### config.mk
export PLATFORM = sky130hd
export DESIGN_NAME = trrem_ctrl
export DESIGN_NICKNAME = d
export VERILOG_FILES = /design/src/design/trrem_pkg.sv /design/src/design/trrem_ctrl.sv
export SDC_FILE = /design/constraint.sdc
export NUM_CORES = 1
export LEC_CHECK = 0
export ABC_CLOCK_PERIOD_IN_PS = 3700
export BUFFER_PORTS_ARGS = -buffer_cell sky130_fd_sc_hd__buf_2
export CAP_MARGIN = 20
export CORE_AREA = 3 3 40 42
export DETAILED_ROUTE_END_ITERATION = 16
export DIE_AREA = 0 0 43 45
export PLACE_DENSITY = 0.59
export SLEW_MARGIN = 20
export SYNTH_ARGS = -nofsm -noshare
export SYNTH_HDL_FRONTEND = slang
export SYNTH_SLANG_ARGS = --single-unit
export TNS_END_PERCENT = 50
### constraint.sdc
create_clock -name aclk -period 3.7 [get_ports aclk]
set_input_delay 0.37 -clock aclk [delete_from_list [all_inputs] [get_ports aclk]]
set_output_delay 0.37 -clock aclk [all_outputs]
set_load 0.05 [all_outputs]
### src/design/trrem_pkg.sv
// Shared types, constants and function codes of the two-ring rumble envelope mixer.
package trrem_pkg;

    localparam int SLOTS     = 32;
    localparam int IDX_W     = $clog2(SLOTS);
    localparam int CNT_W     = 6;
    localparam int FRAC_BITS = 7;
    localparam int LEVEL_W   = 8;
    localparam int WORD_W    = 16;
    localparam int DIV_CNT_W = $clog2(WORD_W + 1);

    localparam logic [2:0] FUNC_TICK      = 3'd0;
    localparam logic [2:0] FUNC_ADD_PULSE = 3'd1;
    localparam logic [2:0] FUNC_ADD_LARGE = 3'd2;
    localparam logic [2:0] FUNC_ADD_RAMP  = 3'd3;
    localparam logic [2:0] FUNC_CLEAR     = 3'd4;

    typedef struct packed {
        logic [LEVEL_W-1:0] level;
        logic [WORD_W-1:0]  delay;
        logic [WORD_W-1:0]  remaining;
        logic [WORD_W-1:0]  step;
        logic [WORD_W-1:0]  acc;
    } slot_t;

    localparam int SLOT_W = $bits(slot_t);

    typedef struct packed {
        logic load;
        logic tick_rd;
        logic search;
        logic add_rd;
        logic add_wr;
        logic clear;
        logic res_load;
        logic res_acc;
    } cmd_t;

    typedef struct packed {
        logic idx_last;
        logic add_ready;
        logic add_drop;
    } sts_t;

endpackage

### src/design/trrem_ctrl.sv
// Controller state machine that sequences ticks, adds, clears and result hand-off.
module trrem_ctrl
    import trrem_pkg::*;
(
    input  logic       aclk,
    input  logic       aresetn,
    input  logic       s_valid,
    output logic       s_ready,
    input  logic [2:0] s_func,
    output logic       m_valid,
    input  logic       m_ready,
    output cmd_t       cmd,
    input  sts_t       sts
);

    localparam logic [2:0] ST_IDLE      = 3'd0;
    localparam logic [2:0] ST_TICK      = 3'd1;
    localparam logic [2:0] ST_TICK_END  = 3'd2;
    localparam logic [2:0] ST_ADD_RUN   = 3'd3;
    localparam logic [2:0] ST_ADD_READ  = 3'd4;
    localparam logic [2:0] ST_ADD_WRITE = 3'd5;
    localparam logic [2:0] ST_RESULT    = 3'd6;

    logic [2:0] state_reg, state_next;
    logic       m_valid_reg, m_valid_next;
    logic       acc_reg, acc_next;

    always_comb begin
        state_next   = state_reg;
        m_valid_next = m_valid_reg;
        acc_next     = acc_reg;
        cmd          = '0;
        s_ready      = 1'b0;
        if (m_valid_reg && m_ready) begin
            m_valid_next = 1'b0;
        end
        unique case (state_reg)
            ST_IDLE: begin
                s_ready = 1'b1;
                if (s_valid) begin
                    cmd.load = 1'b1;
                    acc_next = 1'b0;
                    unique case (s_func) inside
                        FUNC_TICK: state_next = ST_TICK;
                        FUNC_ADD_PULSE, FUNC_ADD_LARGE, FUNC_ADD_RAMP: state_next = ST_ADD_RUN;
                        FUNC_CLEAR: begin
                            cmd.clear  = 1'b1;
                            state_next = ST_RESULT;
                        end
                        default: state_next = ST_RESULT;
                    endcase
                end
            end
            ST_TICK: begin
                cmd.tick_rd = 1'b1;
                if (sts.idx_last) begin
                    state_next = ST_TICK_END;
                end
            end
            ST_TICK_END: begin
                state_next = ST_RESULT;
            end
            ST_ADD_RUN: begin
                cmd.search = 1'b1;
                if (sts.add_ready) begin
                    state_next = sts.add_drop ? ST_RESULT : ST_ADD_READ;
                end
            end
            ST_ADD_READ: begin
                cmd.add_rd = 1'b1;
                state_next = ST_ADD_WRITE;
            end
            ST_ADD_WRITE: begin
                cmd.add_wr = 1'b1;
                acc_next   = 1'b1;
                state_next = ST_RESULT;
            end
            ST_RESULT: begin
                cmd.res_acc = acc_reg;
                if (!m_valid_reg || m_ready) begin
                    cmd.res_load = 1'b1;
                    m_valid_next = 1'b1;
                    state_next   = ST_IDLE;
                end
            end
            default: state_next = ST_IDLE;
        endcase
    end

    always_ff @(posedge aclk) begin
        if (!aresetn) begin
            state_reg   <= ST_IDLE;
            m_valid_reg <= 1'b0;
            acc_reg     <= 1'b0;
        end else begin
            state_reg   <= state_next;
            m_valid_reg <= m_valid_next;
            acc_reg     <= acc_next;
        end
    end

    assign m_valid = m_valid_reg;

    // A new result is never loaded over one that is still waiting to be taken.
    a_no_overwrite: assert property (@(posedge aclk) disable iff (!aresetn)
        (m_valid_reg && !m_ready) |-> !cmd.res_load)
        else $error("result overwritten before its transaction");

    // Input transactions are only taken in the idle state.
    a_load_idle: assert property (@(posedge aclk) disable iff (!aresetn)
        cmd.load |-> (state_reg == ST_IDLE))
        else $error("item loaded outside idle");

    // A slot write of an add is always preceded by its read.
    a_write_after_read: assert property (@(posedge aclk) disable iff (!aresetn)
        cmd.add_wr |-> $past(cmd.add_rd))
        else $error("add write without preceding read");

endmodule

==> results.cfg, run 1 <==
[status]
outcome = finished, final reports clean

[setup_path]
critPathMaxStageDelay_ps = 400
worstSetupPathType = reg2out
crit_chain = nor3_1 -> and2_1 -> and3_1 -> buf_2
reg2reg_slack_ps = 2160
crit_buf_inv = 1
rr_worst_depth = 4
r2r-start = state_reg[0]
cp-end-kind = primary output
critPathMaxFanout = 11
cp.required_ps = 3330
critPathSlowestCell = dfxtp_1
cp-start-kind = flip-flop
crit_family = simple AND/OR/NAND/NOR gates
timing.rr.end = state_reg[2]
crit_arrival_ps = 1500

[sta]
hold_violations = 0
worstMarginPinSlew_ps = 353.9
period_minus_slack_ps = 1872
slew_headroom_pct = 76.37
finalMaxSlewViolations = 0
fmax_mhz = 534.3
tns_ps = 0
setup_slack_ps = 1828
period_share_pct = 50.59
setup_viol = 0
grt_setup_unrepaired = no
hold_slack_ps = 420.8
finClkSkew_ps = 5.090

[clock_network]
worst_skew_pair.late_latency_ps = 240
cts_sinks = 5
post_cts_resized = 0
clk_pin_slew_ps = 50
cts_buffers = 3
cts_tree = built
cts_hold_buffers = 0
cts_max_level = 1
clockBufferDepth = 2
postCtsSetupRepairBufs = 0
cts_root_buffer = clkbuf_4

[power_and_ir_drop]
total_power_mw = 0.4203
ir_drop_mv = 0.2283
power.density_nw_per_um2 = 891.0
p_leak_nw = 0.2444

[yosys]
syn_area_um2 = 362.8
yosysTopAreaCellShare_pct = 27.59
synth.distinct_cells = 27
synthTopCellsByArea = dfxtp_1 28%, nor2_1 6.2%, mux2i_1 5.5%
postSynthCellCount = 48
ys_seq_area_share_pct = 27.59
ys_seq_elements = 5
synth-edff-count = 0
synth_commonest_cells = 6 x nor2_1, 5 x dfxtp_1, 5 x inv_1, 4 x nand2_1
yosys.area.top_type = dfxtp_1
synth_flop_cell = dfxtp_1
synth_fp_nets = 58
ys_warn_count = 0
synthArstFlopShare_pct = 0
synth.most_common_cell = nor2_1
synth.avg_cell_area_um2 = 7.559

[hold_path]
min_from = aresetn
hp-class = in2reg
hold_depth = 2
min_delay_worst_endpoint = acc_reg

[placement]
place_ws_ps = 2086
gp_congestion = 0.7190
portBuffers = 19
dpl.cell_count = 78
dpl.hpwl_um = 666.4
dpl_cell_area_um2 = 445.4

[cells_and_area]
multiInputGateArea_um2 = 212.7
postLayoutCoreUtil_pct = 36.71
syn2layout_area_growth_pct = 30.00
largest_register_ff_count = 3
layout-drive-gt1-share_pct = 35.82
n_antenna_cell = 0
n_fill_cell = 136
final_area_um2 = 471.7
layout.cells.non_filler = 82
nets = 78
seqCellArea_um2 = 100.1

[detailed_routing]
wl_per_cell_um = 10.72
vias = 380
postRouteWirelength_um = 879
drtAntennaViolNets = 0
first_pass_iters = 4
route.detailed.drc = 0
vias_per_cell = 4.634
drt_iter0_markers = 7

[floorplanning]
core_region_area_um2 = 1285
die_w_um = 43
initial_core_util_pct = 28.24
die_h_um = 45
die-area_um2 = 1935
placementRows = 13
pin_count = 20

[global_routing]
grt_pass1_wl_mm = 1.338
grt_max_degree = 13
antenna_found_initial = 0
overflow = 0
grt_pass1_vias = 332
grt_use_total_pct = 9.326

[run]
maxCapViolations = 0
routing by layer:
| layer | global-route usage, % | share of wire (%) |
|---|---|---|
| met2 | 15.27 | 46 |
| met1 | 10.84 | 44 |
| met3 | 1.594 | 7.8 |
| met4 | 7.229 | 1.9 |
| met5 | 0 | 0 |
cell usage in the layout, fill, tap and decap left out, drive strengths merged:
cell	count
and2	2
a21boi	1
mux2i	2
o2111a	1
nand3b	1
o211ai	2
o221ai	1
o21a	1
o21ai	2
inv	5
nor2b	1
nand2b	1
or3	1
clkbuf	4
and2b	1
buf	19
a21oi	2
nor2	6
nor3	2
and3	1
or3b	1
dfxtp	5
nand2	4
o22ai	1
worst reg2reg max path, cell delays in order, from the launching register on:
cell      delay, ps
dfxtp_1         520
or3b_1          400
o22ai_1         190
a21oi_2          90
o2111a_1        230
how the worst max path moves through the flow:
stage                 start     end  slack, ps  depth (start not counted)
2_1_floorplan  state_reg[2]  cmd[2]        610                          4
3_3_place_gp   state_reg[0]  cmd[6]       2140                          3
3_5_place_dp   state_reg[2]  cmd[2]       2090                          4
4_1_cts        state_reg[2]  cmd[2]       1820                          4
5_1_grt        state_reg[1]  cmd[2]       1740                          4
6_report       state_reg[2]  cmd[2]       1830                          4
report_power, final:
part / leakage, nW / total (mW) / switching (mW) / internal, mW
clock: 0.0150 / 0.0642 / 0.0234 / 0.0408
combinational: 0.188 / 0.244 / 0.169 / 0.0744
sequential: 0.0411 / 0.112 / 0.0402 / 0.0720
kinds of logic after synthesis:
group,after synthesis,share of synthesized area (%)
AND/OR/NAND/NOR,21,30.00
multiplexers,2,5.517
AO/OA/AOI/OAI,11,23.10
flip-flops,5,27.59
buffers and inverters,9,13.79
layout make-up:
| type | instances | area share [%] |
|---|---|---|
| clock buffer | 4 | 5.570 |
| inverter | 5 | 3.979 |
| multi-input combinational | 34 | 45.09 |
| sequential | 5 | 21.22 |
| tap | 15 | 3.979 |
| timing repair buffer | 19 | 20.16 |
Power figures use the tool's default switching activity.
==> run 2: changes to the inputs <==
ABC_AREA = 1   (was not set)
ABC_CLOCK_PERIOD_IN_PS = 1800   (was 3700)
PLACE_DENSITY = 0.61   (was 0.59)
clock period = 1.8 ns   (was 3.7 ns; I/O delays follow)
==> run 2 against run 1 <==
Sequential cell count is the same. Clock power grew 100%. Non-clock buffer count is the same. Worst setup slack lost 1600 ps. Register-to-register slack lost 1600 ps. Utilization grew 4.4 points. Routed wire length grew 9.1%. Global-route usage grew 0.76 points. Sequential share of layout area shrank 2.3 points. Hold slack lost 250 ps. Cell count grew 34%. Critical path depth grew 2. Critical endpoint unchanged.
==> results.cfg, run 2 <==
[global_routing]
overflow = 0
grt_max_degree = 8
grt_use_total_pct = 10.08
grt_pass1_wl_mm = 1.428
antenna_found_initial = 0
grt_pass1_vias = 389

[cells_and_area]
layout-drive-gt1-share_pct = 33.68
final_cell_mix = 22 x nand2_1, 19 x buf_2, 15 x nor2_1
layout.cells.non_filler = 110
n_fill_cell = 151
syn2layout_area_growth_pct = 32.70
seqCellArea_um2 = 100.1
final_common_cell = nand2_1
n_antenna_cell = 0
nets = 106
largest_register_ff_count = 3
multiInputGateArea_um2 = 231.5
final_area_um2 = 528.0

[clock_network]
post_cts_resized = 0
cts_hold_buffers = 0
clockBufferDepth = 2
cts_buffers = 3
cts_sinks = 5
clk_pin_slew_ps = 40
cts_root_buffer = clkbuf_4
postCtsSetupRepairBufs = 0
cts_max_level = 1
cts_tree = built
worst_skew_pair.late_latency_ps = 240

[power_and_ir_drop]
intPower_mw = 0.4263
swShare_pct = 59.37
seq_power_share_pct = 20.6
power_switching_mw = 0.6229
clkPwrFrac_pct = 12.4
power.density_nw_per_um2 = 1987
pwr-share-comb_pct = 66.9
p_leak_nw = 0.3248
ir_drop_mv = 1.376

[yosys]
synth_flop_cell = dfxtp_1
synth-xor-area-share_pct = 2.201
synth_compound_area_share_pct = 5.031
ys_seq_elements = 5
synth.distinct_cells = 13
yosys.area.top_type = dfxtp_1
synth.most_common_cell = nand2_1
synthTopCellsByArea = dfxtp_1 25%, nand2_1 21%, nor2_1 14%
synthAdderAreaFrac_pct = 0
syn_area_um2 = 397.9
synthArstFlopShare_pct = 0
ys_warn_count = 0
synth.avg_cell_area_um2 = 5.377
ys_seq_area_share_pct = 25.16
synth_simple_gate_area_share_pct = 49.69
synth_fp_nets = 84
synth_commonest_cells = 22 x nand2_1, 15 x nor2_1, 13 x inv_1, 5 x dfxtp_1, 5 x nor2_2
yosysTopAreaCellShare_pct = 25.16
synth_top_family_by_area = simple AND/OR/NAND/NOR gates
synth-edff-count = 0
yosys-mux-area-fraction_pct = 0
postSynthCellCount = 74

[setup_path]
cp-end-kind = primary output
worstSetupPathType = reg2out
critPathMaxStageDelay_ps = 370
crit_chain = nor2_2 -> nand2_1 -> inv_2 -> nand2_1 -> nor3_2 -> buf_2
r2r-start = state_reg[2]
cp.required_ps = 1620
timing.rr.end = state_reg[1]
crit_top_cell = nand2_1
critPathSlowestCell = dfxtp_1
critPathMaxFanout = 6
crit_arrival_ps = 1420
rr_worst_depth = 7
cp-start-kind = flip-flop
reg2reg_slack_ps = 550

[placement]
dpl_cell_area_um2 = 501.7
portBuffers = 19
dpl.hpwl_um = 780.8
gp_congestion = 0.7536
dpl.cell_count = 106

[sta]
slew_headroom_pct = 81.82
finalMaxSlewViolations = 0
period_minus_slack_ps = 1602
grt_setup_unrepaired = no
hold_violations = 0
period_share_pct = 89.01
fmax_mhz = 624.2
tns_ps = 0
setup_viol = 0
finClkSkew_ps = 2.009
worstMarginPinSlew_ps = 272.3

[hold_path]
hp-class = in2reg
hold_depth = 3
min_delay_worst_endpoint = state_reg[0]
min_from = aresetn

[detailed_routing]
wl_per_cell_um = 8.718
first_pass_iters = 4
drtAntennaViolNets = 0
drt_iter0_markers = 11
postRouteWirelength_um = 959
vias = 467
route.detailed.drc = 0
vias_per_cell = 4.245

[floorplanning]
die_h_um = 45
placementRows = 13
pin_count = 20
initial_core_util_pct = 30.96
die_w_um = 43
core_region_area_um2 = 1285
die-area_um2 = 1935

[run]
maxCapViolations = 0

[status]
outcome = finished, final reports clean
[run 2: cell count changes after synthesis, sizes merged, moves of 2 or more]
cell    change
mux2i       -2
inv        +10
nor2       +14
nand2      +20
and2        -2
o211ai      -2
nand3       +2
buf         -2
[run 2: layer usage]
metal | up-vias | track usage (%) | routed length (um)
met2 | 17 | 16.47 | 430
met1 | 192 | 11.11 | 432
li1 | 255 | - | -
met3 | 3 | 4.382 | 86
met5 | - | 0 | 0
met4 | 0 | 5.422 | 10
[run 2: worst max path at each step]
stage,startpoint,endpoint,slack (ps)
global placement,state_reg[1],cmd[2],460
CTS,state_reg[1],cmd[2],190
floorplan,state_reg[1],cmd[2],80
detailed placement,state_reg[1],cmd[2],470
finish,state_reg[1],cmd[2],200
global route,state_reg[1],cmd[2],100
[run 2: cell families after synthesis]
kind of cell	count (synthesis)
simple gates	47
flops	5
buf+inv	17
compound gates	4
xor+xnor	1
[run 2: final cells by class]
| type | count | share of cell area (%) |
|---|---|---|
| Clock buffer | 4 | 4.976 |
| Inverter | 15 | 10.66 |
| Multi-Input combinational cell | 52 | 43.84 |
| Sequential cell | 5 | 18.96 |
| Tap cell | 15 | 3.555 |
| Timing Repair Buffer | 19 | 18.01 |
[run 2: critical path: cells and delay by family, from the launching register on]
family	cells	cell delay, ps
buffers and inverters	2	350
flip-flops	1	370
AND/OR/NAND/NOR	4	470
[run 2: stage by stage]
stage | utilization, % | hold WS (ps) | setup WS, ps | power (mW)
6_report | 41.09 | 169.5 | 197.9 | 1.049
5_1_grt | 41.09 | 159.6 | 103.9 | 1.140
4_1_cts | 41.09 | 166.7 | 194.3 | 1.057
3_5_place_dp | 39.05 | 425.0 | 469.7 | 0.9194
3_3_place_gp | 39.05 | 419.4 | 459.1 | 0.9128
2_1_floorplan | - | 300.4 | 77.11 | 0.7953
[run 2: power groups by stage]
stage	clock (mW)	sequential (mW)	combinational (mW)
after global routing	0.146	0.224	0.770
after detailed placement	0	0.217	0.703
final	0.130	0.217	0.702
after global placement	0	0.216	0.697
after floorplan	0	0.196	0.599
after CTS	0.135	0.214	0.707
